**config.mk**
```make
export PLATFORM = sky130hd
export DESIGN_NAME = utf8_byte_stream_decoder_top
export DESIGN_NICKNAME = d
export VERILOG_FILES = /design/src/design/ubsd_pkg.sv /design/src/design/ubsd_front.sv /design/src/design/ubsd_cmd_queue.sv /design/src/design/ubsd_back.sv /design/src/design/utf8_byte_stream_decoder_top.sv
export SDC_FILE = /design/constraint.sdc
export NUM_CORES = 1
export LEC_CHECK = 0
export ABC_AREA = 1
export BUFFER_PORTS_ARGS = -buffer_cell sky130_fd_sc_hd__buf_2
export CAP_MARGIN = 20
export CORE_ASPECT_RATIO = 1.75
export CORE_MARGIN = 2
export CORE_UTILIZATION = 35
export CTS_CLUSTER_SIZE = 16
export DETAILED_ROUTE_END_ITERATION = 6
export SYNTH_ARGS = -nofsm -noshare
export SYNTH_HDL_FRONTEND = slang
export SYNTH_HIERARCHICAL = 1
export SYNTH_SLANG_ARGS = --single-unit
```
**constraint.sdc**
```tcl
create_clock -name clk -period 4.75 [get_ports clk]
set_input_delay 0.475 -clock clk [delete_from_list [all_inputs] [get_ports clk]]
set_output_delay 0.475 -clock clk [all_outputs]
set_load 0.1 [all_outputs]
```
**src/design/ubsd_pkg.sv**
```systemverilog
`default_nettype none

package ubsd_pkg;

  localparam int unsigned CP_W = 21;

  localparam logic [7:0] LEAD2_TAG  = 8'hC0;
  localparam logic [7:0] LEAD2_SEL  = 8'hE0;
  localparam logic [7:0] LEAD3_TAG  = 8'hE0;
  localparam logic [7:0] LEAD3_SEL  = 8'hF0;
  localparam logic [7:0] LEAD4_TAG  = 8'hF0;
  localparam logic [7:0] LEAD4_SEL  = 8'hF8;
  localparam logic [7:0] ASCII_LIM  = 8'h80;

  localparam logic [2:0] FOLLOW_STRAY = 3'd4;

  typedef struct packed {
    logic [7:0] text_byte;
    logic       string_end;
  } in_item_t;

  typedef struct packed {
    logic [CP_W-1:0] code_point;
    logic            run_last;
  } out_item_t;

  typedef enum logic {
    CMD_COMBINE,
    CMD_SCAN
  } cmd_op_t;

  // CMD_COMBINE: bytes[0] lead, len = following byte count (1..3).
  // CMD_SCAN: len bytes (1..2) decoded as leads: a lone byte or an ended tail.
  typedef struct packed {
    cmd_op_t         op;
    logic [1:0]      len;
    logic [3:0][7:0] bytes;
  } cmd_t;

  function automatic logic [2:0] follow_len(input logic [7:0] c);
    logic [2:0] n;
    if (c < ASCII_LIM) begin
      n = 3'd0;
    end else if ((c & LEAD2_SEL) == LEAD2_TAG) begin
      n = 3'd1;
    end else if ((c & LEAD3_SEL) == LEAD3_TAG) begin
      n = 3'd2;
    end else if ((c & LEAD4_SEL) == LEAD4_TAG) begin
      n = 3'd3;
    end else begin
      n = FOLLOW_STRAY;
    end
    return n;
  endfunction

  function automatic logic [CP_W-1:0] combine(input logic [3:0][7:0] b,
                                              input logic [1:0]      n);
    logic [CP_W-1:0] cp;
    case (n)
      2'd1:    cp = {10'b0, b[0][4:0], b[1][5:0]};
      2'd2:    cp = {5'b0, b[0][3:0], b[1][5:0], b[2][5:0]};
      default: cp = {b[0][2:0], b[1][5:0], b[2][5:0], b[3][5:0]};
    endcase
    return cp;
  endfunction

  function automatic logic [CP_W-1:0] ascii_cp(input logic [7:0] c);
    logic [CP_W-1:0] cp;
    if (follow_len(c) == 3'd0) begin
      cp = {13'b0, c};
    end else begin
      cp = '0;
    end
    return cp;
  endfunction

endpackage

`default_nettype wire

```
**src/design/ubsd_front.sv**
```systemverilog
`default_nettype none

module ubsd_front (
  input  wire logic              clk,
  input  wire logic              rst,
  input  wire logic              push,
  input  wire ubsd_pkg::in_item_t data,
  output logic                   full,
  output logic                   cmd_push,
  output ubsd_pkg::cmd_t         cmd,
  input  wire logic              cmd_full
);

  logic [7:0] held_bytes [3];
  logic [1:0] held_count;
  logic [1:0] held_count_next;

  logic            accept;
  logic            hold_we;
  logic            push_c;
  logic [7:0]      c;
  logic [2:0]      nc;
  logic [2:0]      nh;
  logic [3:0][7:0] comb_bytes;

  assign full   = cmd_full;
  assign accept = push & ~cmd_full;
  assign c      = data.text_byte;
  assign nc     = ubsd_pkg::follow_len(c);
  assign nh     = ubsd_pkg::follow_len(held_bytes[0]);

  always_comb begin
    comb_bytes[0] = held_bytes[0];
    comb_bytes[1] = (held_count == 2'd1) ? c : held_bytes[1];
    comb_bytes[2] = (held_count == 2'd2) ? c : held_bytes[2];
    comb_bytes[3] = c;
  end

  always_comb begin
    held_count_next = held_count;
    hold_we         = 1'b0;
    push_c          = 1'b0;
    cmd.op          = ubsd_pkg::CMD_SCAN;
    cmd.len         = 2'd1;
    cmd.bytes       = {4{c}};
    if (held_count == 2'd0) begin
      if (nc == 3'd0) begin
        push_c = 1'b1;
      end else if (!data.string_end && nc != ubsd_pkg::FOLLOW_STRAY) begin
        hold_we         = 1'b1;
        held_count_next = 2'd1;
      end
    end else if ({1'b0, held_count} == nh) begin
      push_c          = 1'b1;
      cmd.op          = ubsd_pkg::CMD_COMBINE;
      cmd.len         = held_count;
      cmd.bytes       = comb_bytes;
      held_count_next = 2'd0;
    end else if (data.string_end) begin
      // lead dropped; the rest is decoded again as an ended string
      push_c          = 1'b1;
      held_count_next = 2'd0;
      if (held_count == 2'd2) begin
        cmd.len      = 2'd2;
        cmd.bytes[0] = held_bytes[1];
        cmd.bytes[1] = c;
      end
    end else begin
      hold_we         = 1'b1;
      held_count_next = held_count + 2'd1;
    end
  end

  assign cmd_push = accept & push_c;

  always_ff @(posedge clk) begin
    if (rst) begin
      held_count <= 2'd0;
    end else if (accept) begin
      held_count <= held_count_next;
    end
    if (accept && hold_we) begin
      held_bytes[held_count] <= c;
    end
  end

endmodule

`default_nettype wire

```
**src/design/ubsd_cmd_queue.sv**
```systemverilog
`default_nettype none

module ubsd_cmd_queue #(
  parameter int unsigned DEPTH = 2
) (
  input  wire logic           clk,
  input  wire logic           rst,
  input  wire logic           push,
  input  wire ubsd_pkg::cmd_t cmd_in,
  output logic                full,
  input  wire logic           pop,
  output ubsd_pkg::cmd_t      cmd_out,
  output logic                empty
);

  localparam int unsigned PW = $clog2(DEPTH);
  localparam int unsigned CW = $clog2(DEPTH + 1);

  ubsd_pkg::cmd_t mem [DEPTH];
  logic [PW-1:0]  wr_ptr;
  logic [PW-1:0]  rd_ptr;
  logic [CW-1:0]  count;
  logic           do_push;
  logic           do_pop;

  function automatic logic [PW-1:0] next_ptr(input logic [PW-1:0] p);
    return (p == PW'(DEPTH - 1)) ? '0 : p + 1'b1;
  endfunction

  assign full    = (count == CW'(DEPTH));
  assign empty   = (count == '0);
  assign cmd_out = mem[rd_ptr];
  assign do_push = push & ~full;
  assign do_pop  = pop & ~empty;

  always_ff @(posedge clk) begin
    if (rst) begin
      wr_ptr <= '0;
      rd_ptr <= '0;
      count  <= '0;
    end else begin
      if (do_push) begin
        wr_ptr <= next_ptr(wr_ptr);
      end
      if (do_pop) begin
        rd_ptr <= next_ptr(rd_ptr);
      end
      count <= count + CW'(do_push) - CW'(do_pop);
    end
    if (do_push) begin
      mem[wr_ptr] <= cmd_in;
    end
  end

endmodule

`default_nettype wire

```
**src/design/ubsd_back.sv**
```systemverilog
`default_nettype none

module ubsd_back #(
  parameter int unsigned RES_DEPTH = 4
) (
  input  wire logic           clk,
  input  wire logic           rst,
  input  wire logic           cmd_empty,
  input  wire ubsd_pkg::cmd_t cmd,
  output logic                cmd_pop,
  output logic                empty,
  input  wire logic           pop,
  output ubsd_pkg::out_item_t result
);

  localparam int unsigned PW = $clog2(RES_DEPTH);
  localparam int unsigned CW = $clog2(RES_DEPTH + 1);

  ubsd_pkg::out_item_t       mem [RES_DEPTH];
  logic [PW-1:0]             wr_ptr;
  logic [PW-1:0]             rd_ptr;
  logic [CW-1:0]             count;

  logic [ubsd_pkg::CP_W-1:0] v0;
  logic [ubsd_pkg::CP_W-1:0] v1;
  logic [2:0]                nx;
  logic                      has0;
  logic                      has1;
  logic [1:0]                k;
  logic                      take;
  logic                      deq;
  ubsd_pkg::out_item_t       r0;
  ubsd_pkg::out_item_t       r1;

  function automatic logic [PW-1:0] next_ptr(input logic [PW-1:0] p);
    return (p == PW'(RES_DEPTH - 1)) ? '0 : p + 1'b1;
  endfunction

  assign nx = ubsd_pkg::follow_len(cmd.bytes[0]);

  always_comb begin
    v0 = '0;
    v1 = '0;
    unique case (cmd.op)
      ubsd_pkg::CMD_COMBINE: begin
        v0 = ubsd_pkg::combine(cmd.bytes, cmd.len);
      end
      ubsd_pkg::CMD_SCAN: begin
        if (cmd.len == 2'd1) begin
          v0 = ubsd_pkg::ascii_cp(cmd.bytes[0]);
        end else if (nx == 3'd0) begin
          v0 = ubsd_pkg::ascii_cp(cmd.bytes[0]);
          v1 = ubsd_pkg::ascii_cp(cmd.bytes[1]);
        end else if (nx == 3'd1) begin
          v0 = ubsd_pkg::combine(cmd.bytes, 2'd1);
        end else begin
          // lead cannot complete in a two-byte tail
          v1 = ubsd_pkg::ascii_cp(cmd.bytes[1]);
        end
      end
      default: begin
        v0 = '0;
      end
    endcase
  end

  assign has0 = (v0 != '0);
  assign has1 = (v1 != '0);
  assign k    = {1'b0, has0} + {1'b0, has1};

  always_comb begin
    r0.code_point = has0 ? v0 : v1;
    r0.run_last   = ~(has0 & has1);
    r1.code_point = v1;
    r1.run_last   = 1'b1;
  end

  assign take    = ~cmd_empty & (count <= CW'(RES_DEPTH - 2));
  assign cmd_pop = take;
  assign deq     = pop & ~empty;
  assign empty   = (count == '0);
  assign result  = mem[rd_ptr];

  always_ff @(posedge clk) begin
    if (rst) begin
      wr_ptr <= '0;
      rd_ptr <= '0;
      count  <= '0;
    end else begin
      if (take && k == 2'd1) begin
        wr_ptr <= next_ptr(wr_ptr);
      end else if (take && k == 2'd2) begin
        wr_ptr <= next_ptr(next_ptr(wr_ptr));
      end
      if (deq) begin
        rd_ptr <= next_ptr(rd_ptr);
      end
      count <= count + (take ? CW'(k) : '0) - CW'(deq);
    end
    if (take && k != 2'd0) begin
      mem[wr_ptr] <= r0;
    end
    if (take && k == 2'd2) begin
      mem[next_ptr(wr_ptr)] <= r1;
    end
  end

endmodule

`default_nettype wire

```
**src/design/utf8_byte_stream_decoder_top.sv**
```systemverilog
// UTF-8 byte decoder: takes one byte per cycle while full is low, with a
// string-end flag, and delivers nonzero code points through a result queue
// (empty/pop), each after its command passes the command queue. Stray
// bytes and zero values produce nothing. A byte ending a string inside an
// open sequence can release two results (run_last marks the last); popped,
// they leave one per cycle through the result queue's single read port, so
// the sustained rate is one byte per cycle and full only rises when results
// are not popped and the command queue between the front and back fills.
`default_nettype none

module utf8_byte_stream_decoder_top #(
  parameter int unsigned CMD_DEPTH = 2,
  parameter int unsigned RES_DEPTH = 4
) (
  input  wire logic               clk,
  input  wire logic               rst,
  input  wire logic               push,
  input  wire ubsd_pkg::in_item_t data,
  output logic                    full,
  output logic                    empty,
  input  wire logic               pop,
  output ubsd_pkg::out_item_t     result
);

  logic           cmd_push;
  logic           cmd_full;
  logic           cmd_pop;
  logic           cmd_empty;
  ubsd_pkg::cmd_t cmd_in;
  ubsd_pkg::cmd_t cmd_head;

  ubsd_front u_front (
    .clk      (clk),
    .rst      (rst),
    .push     (push),
    .data     (data),
    .full     (full),
    .cmd_push (cmd_push),
    .cmd      (cmd_in),
    .cmd_full (cmd_full)
  );

  ubsd_cmd_queue #(
    .DEPTH (CMD_DEPTH)
  ) u_cmd_queue (
    .clk     (clk),
    .rst     (rst),
    .push    (cmd_push),
    .cmd_in  (cmd_in),
    .full    (cmd_full),
    .pop     (cmd_pop),
    .cmd_out (cmd_head),
    .empty   (cmd_empty)
  );

  ubsd_back #(
    .RES_DEPTH (RES_DEPTH)
  ) u_back (
    .clk       (clk),
    .rst       (rst),
    .cmd_empty (cmd_empty),
    .cmd       (cmd_head),
    .cmd_pop   (cmd_pop),
    .empty     (empty),
    .pop       (pop),
    .result    (result)
  );

endmodule

`default_nettype wire

```
## Word level (Yosys, flattened, before mapping)

Memories as Yosys holds them, arrays and structs flattened. A register that Yosys moved wholly into a read port is not among the register bits.
Cells that the tools add are included.

- Add/sub/neg operators: 11
- Bitwise logic cells: 12
- Order comparisons: 5
- Equality and inequality tests: 27
- Mux-type cells: 87
- Reduce and logical (&&, ||, !) cells: 20

Operators by type and width:

| operator | number |
|---|---|
| two-way mux 21 bit | 7 |
| two-way mux 3 bit | 28 |
| one-hot mux 21 bit (2 select lines) | 2 |
| two-way mux 8 bit | 9 |
| nonzero test 21 bit | 2 |
| two-way mux 35 bit | 1 |
| < comparator 8 bit, second input constant | 4 |
| two-way mux 2 bit | 16 |
| two-way mux 1 bit | 22 |
| zero test 3 bit | 7 |
| equality test 5 bit, second input constant | 4 |
| equality test 4 bit, second input constant | 4 |
| two-way mux 16 bit | 1 |
| equality test 2 bit, second input constant | 7 |
| equality test 3 bit, second input constant | 4 |
| two-way mux 11 bit | 1 |
| adder 2 x 1 -> 2 bit, second input constant | 4 |
| AND 1 bit | 7 |
| equality test 2 x 1 -> 1 bit, second input constant | 3 |
| logical AND 1 bit | 5 |
| NOT 1 bit | 5 |
| zero test 2 bit | 2 |
| != test 2 bit, second input constant | 2 |
| nonzero test 2 bit | 2 |
| other kinds (12) | 13 |

- Register bits after elaboration: 13
- Memories kept: 3
- Bits in writable memories: 182
- Output and inout port bits: 24

Memory list:

| name | depth | width | rd ports | clocked after Yosys merged registers in | wr ports | RTL line | source |
|---|---|---|---|---|---|---|---|
| u_back.mem | 4 | 22 | 1 | 1 | 2 | ubsd_back.sv:19 | `ubsd_pkg::out_item_t mem [RES_DEPTH];` |
| u_cmd_queue.mem | 2 | 35 | 1 | 1 | 1 | ubsd_cmd_queue.sv:19 | `ubsd_pkg::cmd_t mem [DEPTH];` |
| u_front.held_bytes | 3 | 8 | 3 | 0 | 1 | ubsd_front.sv:14 | `logic [7:0] held_bytes [3];` |

## Depth between registers and ports, before layout

Gate-level depths: netlist of the first run.

- Depth in word-level cells: 22
- Depth in mapped cells: 26

## Hierarchy

Netlist of the first run, hierarchy kept.

By module, submodules not included:

| module | cells an instance | times used | seq. area each (um2) | area an instance (um2) |
|---|---|---|---|---|
| ubsd_back | 728 | 1 | 2262.2 | 5230.0 |
| ubsd_cmd_queue | 148 | 1 | 2202.1 | 2931.6 |
| ubsd_front | 227 | 1 | 760.7 | 1734.2 |

## Worst setup path after synthesis of the first run

Ideal clock, no wire load.

- Path type: register to register
- Start point: register u_back.count[1]
- End point: register u_back.count[2]
- Clock period less this slack: 4.053 ns
- Setup slack: 0.697 ns
- Setup time: 0.109 ns
- Data arrival time: 3.944 ns
- Cell stages (with the launch flop): 11
- Buffers on the path: 0
- Cells stage by stage: dfxtp_1 -> nor3_1 -> nor2_1 -> ha_1 -> inv_1 -> ha_1 -> inv_1 -> fa_1 -> xor2_1 -> inv_1 -> nor2_1

RTL lines:

| element | RTL line | source |
|---|---|---|
| start: declaration | ubsd_back.sv:22 | `logic [CW-1:0] count;` |
| start signal: assignment | ubsd_back.sv:98 | `count <= count + (take ? CW'(k) : '0) - CW'(deq);` |
| zero test 3 bit | ubsd_back.sv:81 | `assign empty = (count == '0);` |
| named net empty | utf8_byte_stream_decoder_top.sv:20 | `output logic empty,` |
| NOT 1 bit | ubsd_back.sv:80 | `assign deq = pop & ~empty;` |
| AND 1 bit | ubsd_back.sv:80 |  |
| named net u_back.deq | ubsd_back.sv:31 | `logic deq;` |
| subtractor 3 x 1 -> 3 bit | ubsd_back.sv:98 |  |

The timed path passes the listed nets, and every way through them passes these cells.
A chain may end at the register's enable or synchronous reset.

==> results, run 1 <==
- The average size of a mapped cell is 8.78 um^2.
- The multi-input logic area is 0.00390 mm^2.
- The worst setup path is captured at a register.
- Routability-driven placement finished with a final weighted congestion of 0.965.
- The design draws 6210 uW.
- The maximum number of buffers from clock root to sink is 2.
- The final worst clock skew is 7.87 ps.
- Counting every instance in the synthesized netlist gives 1,081.
- The maximum number of pins on one net before global-route repair is 46.
- In this run the static leakage power is 0.00445 uW.
- The floorplan step defined a die boundary enclosing 0.0285 mm^2.
- The data arrival time at the worst-slack endpoint is 4510 ps.
- The wire length of the first global-routing pass is 36.6 mm.
- The Yosys step of the flow raised 6 warnings.
- The critical path is of the reg2reg type.
- The net total in the final layout is 1,139.
- The total number of clock tree sinks is 188.
- Clock tree synthesis selected as its root buffer the cell sky130_fd_sc_hd__clkbuf_16.
- The initial antenna violation count is 0.
- The standard cell core area is 0.0267 mm^2.
- The via count normalized by instance count is 5.00.
- The number of DRC violations after detailed-routing iteration 0 is 475.
- Along the worst path, the maximum fanout reaches 29.
- Clock-pin slew was measured on the worst setup and hold paths at 60 ps.
- The floorplan step set the die height to 222 um.
- The leftover overflow at the end of global routing is 0.
- The average wire per standard cell is 16.0 um.
- The top cell types in the final layout, fill and taps aside, are sky130_fd_sc_hd__nand2_1 (319), sky130_fd_sc_hd__edfxtp_1 (116), sky130_fd_sc_hd__nor2_1 (112).
- The worst register-to-register path ends at u_back/count[2].
- The worst relative slew slack is 35.6%.
- The path class of the tightest hold or removal check is in2reg.
- Buffers inserted to repair hold after CTS numbered 0.
- The cell area after technology mapping is 0.00950 mm^2.
- After detailed routing, the number of remaining DRC violations is 0.
- The highest achievable clock rate is 0.240 GHz.
- The H-tree generated during clock tree synthesis spans 4 levels.
- The area growth from synthesis to final layout is 10.2%.
- The clock period could shrink to 4170 ps.
- The worst hold path begins at data[7].
- The number of core rows is 79.
- Counting instances, the worst hold path has a depth of 1.
- The later pin in the worst-skew pair is clocked with a latency of 450 ps.
- The sequential standard cell area is 0.00493 mm^2.
- The total setup buffers inserted after CTS is 0.
- Leaving out fill and tap cells, the most frequent cell in the layout is sky130_fd_sc_hd__nand2_1.
- Buffers placed on the I/O ports in this run total 36.
- The share of cells above drive strength 1 is 15.7%.
- The number of inserted diodes is 0.
- The worst reg-to-reg setup slack is 580 ps.
- In the global route stage, overall resource usage came out at 16.7%.
- Setup violations remaining at the end of the flow were counted as 0.
- After detailed routing, the total wire length is 23.1 mm.
- Max-cap violations in this run came to 0.
- Counting the fill cells in the layout gives 2,701.
- The number of hold-slack violations in the final timing report is 0.
- The peak supply drop is 336 uV.
- The final count of pins violating max slew is 0.
- The post-route setup TNS is 0 ps.
- The effective utilization at floorplan is 35.6%.
- For this block, the via count after detailed routing is 7,220.
- The number of cells on the worst reg-to-reg path is 22.
- The number of global-route vias before repair is 7,212.
- The number of nets in the synthesized netlist is 1,113.
- STA classifies the critical path startpoint as a register.
- The clock tree from TritonCTS is built.
- Setup repair after global routing left no endpoint under its margin.
- The power per standard cell area is 594 mW/mm^2.
- For the worst setup path, the data required time is 5090 ps.
- In this run the count of I/O pins placed on the die edge is 37.
- The final worst-path cycle share is 87.8%.
- The clock buffer count from CTS is 17.
- At the end of the flow the core is filled with cells to 39.2%.
- Detailed placement ended at an HPWL of 17.3 mm.
- Measured along the x axis, the die boundary spans 129 um.
- The worst hold path terminates at u_front/held_bytes[0][6].
- The run finished with clean final reports.
- The number of iterations in the first detailed-routing pass is 5.
- The number of gates resized after CTS was 0.
- For the pin with the worst max-slew slack, the measured transition is 965 ps.
- The detail route stage leaves a number of antenna-violating nets equal to 0.
## worst max-delay path, cell delays in order (launching register included)
cell,delay (ps)
sky130_fd_sc_hd__dfxtp_2,340
sky130_fd_sc_hd__buf_4,430
sky130_fd_sc_hd__mux2_4,400
sky130_fd_sc_hd__nor2_2,480
sky130_fd_sc_hd__nand2_1,210
sky130_fd_sc_hd__nor2_1,130
sky130_fd_sc_hd__nor2_1,60
sky130_fd_sc_hd__nand2_1,70
sky130_fd_sc_hd__nor2_1,50
sky130_fd_sc_hd__nand2_2,100
sky130_fd_sc_hd__nor2_8,60
sky130_fd_sc_hd__nand2_1,100
sky130_fd_sc_hd__inv_1,50
sky130_fd_sc_hd__ha_1,290
sky130_fd_sc_hd__nand2_1,140
sky130_fd_sc_hd__ha_1,250
sky130_fd_sc_hd__inv_1,60
sky130_fd_sc_hd__ha_1,130
sky130_fd_sc_hd__inv_1,40
sky130_fd_sc_hd__fa_1,370
sky130_fd_sc_hd__xor2_1,170
sky130_fd_sc_hd__inv_1,60
sky130_fd_sc_hd__nor2_1,30
## sequential cells by signal, indices dropped and copies added (netlist names), named ones only
name,count
u_back/wr_ptr,2
u_back/mem,88
u_cmd_queue/count,2
u_front/held_bytes,22
u_cmd_queue/wr_ptr,1
u_back/count,3
u_front/held_count,2
u_cmd_queue/mem,62
u_cmd_queue/rd_ptr,1
u_back/rd_ptr,2
## report_power, final
| part | switching (uW) | internal [uW] | leakage [uW] |
|---|---|---|---|
| clock | 607 | 721 | 0.000252 |
| combinational | 2130 | 628 | 0.00254 |
| sequential | 101 | 2030 | 0.00166 |
| total | 2840 | 3380 | 0.00445 |
## how the worst max path moves through the flow
stage,start,to,depth (start not counted)
floorplan,u_back/count[1],u_back/count[2],10
global placement,register,u_back/count[2],20
detailed placement,register,u_back/count[2],22
CTS,register,u_back/count[2],22
global route,register,u_back/count[2],22
finish,register,u_back/count[2],22
## final cells by class
cell class	count	area share [%]
clock buffers	19	4.14
clock inverters	13	1.11
inverters	106	3.80
multi-input cells	744	37.2
flip-flops and latches	188	47.1
well taps	324	3.88
repair buffers	50	2.73
## per-layer routing
metal | GRT usage, % | wire (um) | vias to the layer above
met5 | 0 | 0 | -
met4 | 9.85 | 1030 | 0
met3 | 3.21 | 676 | 58
met2 | 32.7 | 13000 | 158
met1 | 15.5 | 8340 | 3421
li1 | - | - | 3583
## stage by stage
step	std cells	hold slack, ps	instance area (um^2)	worst slack, ps
floorplan	1081	423	9500	697
global placement	1412	435	9910	604
detailed placement	1412	440	9910	563
CTS	1444	287	10500	542
global route	1444	291	10500	235
finish	1444	306	10500	579
Power figures use the tool's default switching activity.
==> run 2: changes to the inputs <==
SYNTH_HIERARCHICAL = default   (was 1)
==> results, run 2 <==
- The half-perimeter wire length after placement is 17.0 mm (-1.5%).
- The post-synth net total was 1,120 (+0.63%).
- The transition time of the tightest slew-check pin is 991 ps (+26.1 ps).
- The total setup buffers inserted after CTS is 0 (unchanged).
- The final worst clock skew is 7.69 ps (-0.179 ps).
- The startpoint identified for the worst hold timing path is data[7].
- The all-layer global routing usage is 17.3% (+0.61 points).
- The cell area after technology mapping is 0.00907 mm^2 (-4.5%).
- The gate count of the mapped netlist is 1,088 (+0.65%).
- The data required time of the worst path is 5130 ps (+40 ps).
- The worst reg-to-reg setup slack is 390 ps (-190 ps).
- The number of inserted diodes is 0 (unchanged).
- For hold timing, the worst endpoint is u_front.held_bytes[1][6].
- In the post-synthesis netlist, the biggest area contributors are sky130_fd_sc_hd__edfxtp_1 (38%), sky130_fd_sc_hd__dfxtp_1 (16%), sky130_fd_sc_hd__nand2_1 (13%).
- The routability congestion estimate was 0.939 (-2.7%).
- The unique cell type count in the Yosys netlist is 42.
- The depth of the worst hold-timing path is 1 (unchanged).
- The count of H-tree levels built during CTS is 4 (unchanged).
- The x dimension of the die is 126 um (-2.2%).
- The synthesized flop and latch total is 188.
- The via count normalized by instance count is 5.00 (about the same).
- The most frequently used cell type in the post-synthesis netlist is sky130_fd_sc_hd__nand2_1.
- Sequential elements use 54.3% of the synthesized area.
- The nature of the critical path endpoint is a register.
- The leftover overflow at the end of global routing was 0 (unchanged).
- The flip-flop count of the largest register after layout was 88 (unchanged).
- The number of cells upsized or downsized after cts came to 0 (unchanged).
- The maximum number of buffers from clock root to sink was 2 (unchanged).
- The power per standard cell area was 714 mW/mm^2 (+20%).
- The clock buffer count from CTS came to 17 (unchanged).
- The number of hold-slack violations in the final timing report came to 0 (unchanged).
- The peak supply drop is 300 uV (-11%).
- The total of max-cap violations is 0 (unchanged).
- The shortest clock period the worst path allows after layout is 4360 ps (+191 ps).
- The top cell types in the final layout, fill and taps aside, are sky130_fd_sc_hd__nand2_1 (321), sky130_fd_sc_hd__o21ai_0 (158), sky130_fd_sc_hd__edfxtp_1 (116).
- The sequential standard cell area came to 0.00492 mm^2 (about the same).
- The count of filler cells inserted in the layout is 2,596 (-3.9%).
- The wire length of the first global-routing pass is 36.9 mm (+0.85%).
- The run finished with clean final reports.
- The number of core rows is 78 (-1.3%).
- For this run, asynchronously set or reset flops after synthesis account for 0%.
- After synthesis, the most frequently instantiated cells are sky130_fd_sc_hd__nand2_1 (321), sky130_fd_sc_hd__o21ai_0 (158), sky130_fd_sc_hd__edfxtp_1 (116).
- The clock latency on the worst-skew pair is 460 ps (about the same).
- The wire length reported by the detailed router is 23.0 mm (-0.11%).
- The number of placed cells counting well taps was 1,421 (+0.64%).
- The number of top-level pins is 37 (unchanged).
- Setup repair after global routing left no endpoint under its margin.
- The number of cells on the worst reg-to-reg path is 21 (-4.5%).
- The multi-input logic area is 0.00360 mm^2 (-7.7%).
- The final setup violation count was 0 (unchanged).
- The average size of a mapped cell is 8.34 um^2 (-5.1%).
- The worst setup path is launched from a register.
- In the final layout, the registers with the most flip-flops are u_back.mem: 88 flops, u_cmd_queue.mem: 62 flops, u_front.held_bytes: 22 flops.
- The average wire per standard cell is 15.9 um (-0.80%).
- The register clock-pin slew on the reported worst setup and hold paths came to 70 ps (about the same).
- The number of iterations in the first detailed-routing pass is 4 (-1).
- The endpoint identified for the worst register-to-register timing path is u_back.mem[1][19].
- Of all cell types, the one taking the most synthesized area is sky130_fd_sc_hd__edfxtp_1.
- The number of design rule violations left after detail routing is 0 (unchanged).
- In this run the clock root is driven by a sky130_fd_sc_hd__clkbuf_16.
- The final worst-path cycle share is 91.8% (+4.0 points).
- The post-route setup TNS was 0 ps (unchanged).
- The biggest fanout along the worst timing path was 11 (-62%).
- The share of cells above drive strength 1 came to 11.2% (-4.5 points).
- The maximum number of pins on one net before global-route repair is 45 (-2.2%).
- The number of global-route vias before repair is 7,203 (-0.12%).
- From synthesis to final layout, the design area changed by 12.7%.
- The count of nets left with antenna violations after detail routing is 0 (unchanged).
- The final count of pins violating max slew is 0 (unchanged).
- The net total in the final layout is 1,153 (+1.2%).
- Counting flops per register, the top entry is u_back.mem.
- The number of DRC violations after detailed-routing iteration 0 is 428 (-9.9%).
- The top cell type by area accounts for 38.4% of the synthesized area.
- The total number of clock tree sinks came to 188 (unchanged).
- The highest achievable clock rate is 0.229 GHz (-4.4%).
- The tightest min-delay check is of the in2reg type.
- The worst relative slew slack is 33.7% (-1.9 points).
- TritonCTS built the clock tree.
- The number of warnings reported in the yosys synthesis log is 0 (-6).
- The number of input and output port buffers inserted is 36 (unchanged).
- The final standard cell count with taps included and fillers excluded is 1,454 (+0.69%).
- The standard cell core area came to 0.0257 mm^2 (-3.8%).
- The library cell used most frequently in the layout, excluding fill and tap cells, is sky130_fd_sc_hd__nand2_1.
- The count of vias placed by the detailed router was 7,265 (+0.62%).
- The initial antenna violation count is 0 (unchanged).
- The worst setup path is of the reg2reg kind.
- The data arrival time at the worst-slack endpoint is 4750 ps (+240 ps).
- The chip height is 217 um (-2.2%).
- The die outline area was 0.0273 mm^2 (-4.4%).
- The hold-fix buffer count after cts came to 0 (unchanged).
- The effective utilization at floorplan is 35.3% (-0.24 points).
- The leakage dissipation was 0.00420 uW (-5.5%).
- The number of enable flip-flop cells after synthesis is 116.
- The most used flip-flop cell after synthesis is sky130_fd_sc_hd__edfxtp_1.
## run 2: worst max path at each step
stage | end | slack (ps) | depth (start not counted)
5_1_grt | u_back.mem[1][14] | 20 | 24
2_1_floorplan | u_back.mem[0][12] | 650 | 27
3_5_place_dp | u_back.mem[2][17] | 340 | 22
3_3_place_gp | u_back.mem[2][17] | 370 | 22
4_1_cts | u_back.mem[2][17] | 300 | 22
6_report | u_back.mem[1][19] | 390 | 21
## run 2: layout make-up
cell class                      instances  area share [%]
Timing Repair inverter                  1          0.0490
Multi-Input combinational cell        751            35.2
Timing Repair Buffer                   52            2.94
Inverter                              110            4.10
Sequential cell                       188            48.2
Clock inverter                         14            1.42
Tap cell                              320            3.92
Clock buffer                           18            4.20
## run 2: per-layer routing
metal | vias to the layer above | share of wire (%) | GRT usage (%)
met1 | 3389 | 36 | 16.4
met5 | - | 0 | 0
li1 | 3650 | - | -
met4 | 0 | 5.7 | 12.1
met3 | 71 | 2.9 | 2.90
met2 | 155 | 55 | 33.2
## run 2: kinds of logic after synthesis
logic type	count (synthesis)	synth area share, %
AO/OA/AOI/OAI	214	12.5
XOR/XNOR	4	0.386
adder cells (fa/ha/maj)	19	2.70
buffers and inverters	149	6.62
flip-flops	188	54.3
AND/OR/NAND/NOR	514	23.5
## run 2: power breakdown
group,total [uW],leakage [uW],switching (uW),internal (uW)
registers,2270,0.00165,138,2130
clock network,1390,0.000260,617,772
logic,3640,0.00229,2840,801
total,7300,0.00420,3590,3700
## run 2: worst max-delay path: stages (launching register included)
cell                         delay, ps
sky130_fd_sc_hd__dfxtp_1           400
sky130_fd_sc_hd__inv_4              40
sky130_fd_sc_hd__or2_2             270
sky130_fd_sc_hd__o21ai_0           150
sky130_fd_sc_hd__inv_1              80
sky130_fd_sc_hd__ha_1              340
sky130_fd_sc_hd__nand3_1           270
sky130_fd_sc_hd__or2_2             180
sky130_fd_sc_hd__nand2_1            80
sky130_fd_sc_hd__nor2_2            250
sky130_fd_sc_hd__nand3_1           180
sky130_fd_sc_hd__nor2_4            230
sky130_fd_sc_hd__nand3_4           130
sky130_fd_sc_hd__ha_1              330
sky130_fd_sc_hd__nand2_4           180
sky130_fd_sc_hd__inv_1              50
sky130_fd_sc_hd__nand2_1            80
sky130_fd_sc_hd__clkinv_1          200
sky130_fd_sc_hd__nor2_2            140
sky130_fd_sc_hd__buf_4             220
sky130_fd_sc_hd__clkinvlp_2        270
sky130_fd_sc_hd__o21ai_0           210
## run 2: through the flow
step	power (uW)	setup WS (ps)	util, %	hold slack (ps)	cell area, um^2
floorplan	5060	645	-	422	9070
global placement	5870	370	37.4	434	9590
detailed placement	5910	343	37.4	440	9590
CTS	7300	298	39.6	245	10200
global route	7750	17.6	39.8	263	10200
finish	7300	387	39.8	262	10200
==> run 3: changes to the inputs <==
PLACE_DENSITY = 0.54   (was default)
==> results, run 3 (synthesis results as in run 2) <==
- The flow ran to the end, and the final reports show no timing, DRC or antenna violations.
- The hold-fix buffer count after cts is 0 (unchanged).
- The final count of pins violating max slew was 0 (unchanged).
- The register clock-pin slew on the reported worst setup and hold paths is 70 ps (about the same).
- Leaving out fill and tap cells, the most frequent cells in the layout are sky130_fd_sc_hd__nand2_1 (321), sky130_fd_sc_hd__o21ai_0 (158), sky130_fd_sc_hd__edfxtp_1 (116).
- The via count normalized by instance count is 4.98 (-0.28%).
- The count of filler cells inserted in the layout is 2,595 (-0.039%).
- The total number of clock tree sinks is 188 (unchanged).
- The count of nets left with antenna violations after detail routing is 0 (unchanged).
- The nature of the critical path endpoint is a register.
- The final worst clock skew was 9.81 ps (+2.12 ps).
- The largest registers in the layout are u_back.mem: 88 flops, u_cmd_queue.mem: 62 flops, u_front.held_bytes: 22 flops.
- The count of H-tree levels built during CTS is 4 (unchanged).
- The final setup violation count is 0 (unchanged).
- The power per standard cell area is 713 mW/mm^2 (-0.14%).
- The maximum number of buffers from clock root to sink was 2 (unchanged).
- The die outline area is 0.0273 mm^2 (unchanged).
- The number of design rule violations left after detail routing is 0 (unchanged).
- The routability congestion estimate is 0.952 (+1.4%).
- The standard cell core area is 0.0257 mm^2 (unchanged).
- The kind of cell adding the most delay to the critical path is simple AND/OR/NAND/NOR gates.
- The endpoint of the worst setup timing path is u_back.mem[0][19].
- In this run the worst hold path is classified as in2reg.
- The clock tree from TritonCTS is built.
- The wire length reported by the detailed router came to 23.1 mm (+0.42%).
- Traced cell by cell, the critical path runs through inv_4 -> or2_2 -> o21ai_0 -> inv_1 -> ha_1 -> inv_1 -> nor2_4 -> buf_4 -> o211ai_1 -> nand2_1 -> a21oi_2 -> nand2_1 -> nor2_4 -> nand3_4 -> ha_1 -> nand2_2 -> nor2_4 -> nor2_2 -> inv_1 -> o21ai_0.
- The worst reg-to-reg setup slack is 430 ps (+40 ps).
- The multi-input logic area is 0.00362 mm^2 (+0.73%).
- The share of cells above drive strength 1 is 11.0% (-0.18 points).
- The chip height came to 217 um (unchanged).
- The number of top-level pins is 37 (unchanged).
- The endpoint of the worst-slack reg-to-reg timing path is u_back.mem[0][19].
- The most common cell after layout, fill and taps aside is sky130_fd_sc_hd__nand2_1.
- The initial antenna violation count is 0 (unchanged).
- The shortest clock period the worst path allows after layout is 4320 ps (-44.9 ps).
- The number of input and output port buffers inserted is 36 (unchanged).
- The data arrival time at the worst-slack endpoint was 4680 ps (-70 ps).
- The maximum number of pins on one net before global-route repair was 45 (unchanged).
- The sequential standard cell area is 0.00492 mm^2 (unchanged).
- The net total in the final layout is 1,153 (unchanged).
- The number of global-route vias before repair is 7,044 (-2.2%).
- The leakage dissipation is 0.00424 uW (+0.88%).
- The all-layer global routing usage came to 17.3% (about the same).
- The root buffer cell chosen for the clock tree is sky130_fd_sc_hd__clkbuf_16.
- The final worst-path cycle share came to 90.9% (-0.94 points).
- The average wire per standard cell is 15.9 um (+0.42%).
- The post-route setup TNS came to 0 ps (unchanged).
- The critical setup path kind is reg2reg.
- The logic depth of the worst setup path including buffers was 20 (-4.8%).
- The sum of buffers and inverters on the critical path is 5 (-1).
- The highest achievable clock rate is 0.232 GHz (+1.0%).
- The count of vias placed by the detailed router is 7,245 (-0.28%).
- The area growth from synthesis to final layout is 13.0%.
- The type of element launching the critical path is a register.
- The x dimension of the die is 126 um (unchanged).
- The data required time of the worst path is 5120 ps (about the same).
- The number of inserted diodes is 0 (unchanged).
- The number of iterations in the first detailed-routing pass is 5 (+1).
- The half-perimeter wire length after placement is 16.9 mm (-0.78%).
- More flip-flops sit in one register than any other, and that register is u_back.mem.
- The clock latency on the worst-skew pair is 450 ps (about the same).
- The critical-path cell with the highest stage delay is sky130_fd_sc_hd__nor2_2.
- The transition time of the tightest slew-check pin is 954 ps (-37.2 ps).
- The number of cells on the worst reg-to-reg path is 20 (-4.8%).
- Setup repair after global routing left no endpoint under its margin.
- The total of max-cap violations is 0 (unchanged).
- The number of hold-slack violations in the final timing report is 0 (unchanged).
- The effective utilization at floorplan is 35.3% (unchanged).
- The biggest fanout along the worst timing path came to 13 (+2).
- The power after layout came to 7310 uW (+0.13%).
- The stage delay of the slowest cell on the critical path is 420 ps (+20 ps).
- The peak supply drop is 292 uV (-2.7%).
- The flip-flop count of the largest register after layout came to 88 (unchanged).
- The number of core rows was 78 (unchanged).
- The leftover overflow at the end of global routing came to 0 (unchanged).
- The number of DRC violations after detailed-routing iteration 0 is 712 (+66%).
- The worst relative slew slack is 35.8% (+2.1 points).
- The wire length of the first global-routing pass is 36.5 mm (-1.1%).
- The clock buffer count from CTS is 17 (unchanged).
## run 3: cell count changes in the layout (fill, tap and decap cells not counted), sizes merged
cell and change:
inv +3, clkbuf +6, clkinvlp -8, buf +1
bufinv -2
## run 3: report_power, final
part	switching, uW	leakage [uW]	internal (uW)
clock	602	0.000293	774
combinational	2860	0.00230	810
sequential	130	0.00165	2130
total	3590	0.00424	3720
## run 3: area by class of cell
cell class,instances,share of cell area [%]
clock inverters,8,0.513
inverters,110,4.05
multi-input cells,751,35.4
clock buffers,24,5.12
flip-flops and latches,188,48.1
repair buffers,53,3.00
well taps,320,3.91
## run 3: what timing repair did
action	4_1_cts	5_1_grt
setup endpoints to repair	0	48
setup buffers	0	1
hold endpoints to repair	0	0
resized for setup	0	16
## run 3: worst min-delay path by stage
stage / startpoint / endpoint / slack (ps) / cells past startpoint
floorplan: u_cmd_queue.count[1] / u_cmd_queue.count[1] / 420 / 1
detailed placement: u_cmd_queue.count[1] / u_cmd_queue.count[1] / 440 / 1
global placement: u_back.mem[2][15] / u_back.mem[2][15] / 430 / 2
CTS: data[7] / u_front.held_bytes[0][6] / 250 / 1
finish: data[7] / u_front.held_bytes[0][6] / 270 / 1
global route: data[7] / u_front.held_bytes[0][6] / 280 / 1
## run 3: layer usage
layer / wire length (um) / track usage (%)
met5: 0 / 0
met4: 1060 / 10.3
met3: 602 / 3.00
met2: 12600 / 33.0
met1: 8920 / 17.3
## run 3: stage by stage
stage               utilization [%]  hold slack (ps)  instances  worst slack, ps  instance area, um^2
global placement               37.4              434       1421              229                 9590
finish                         39.9              272       1454              432                10200
CTS                            39.6              254       1453              138                10200
detailed placement             37.4              440       1421              146                 9590
global route                   39.9              280       1454             10.7                10200
floorplan                         -              422       1088              645                 9070
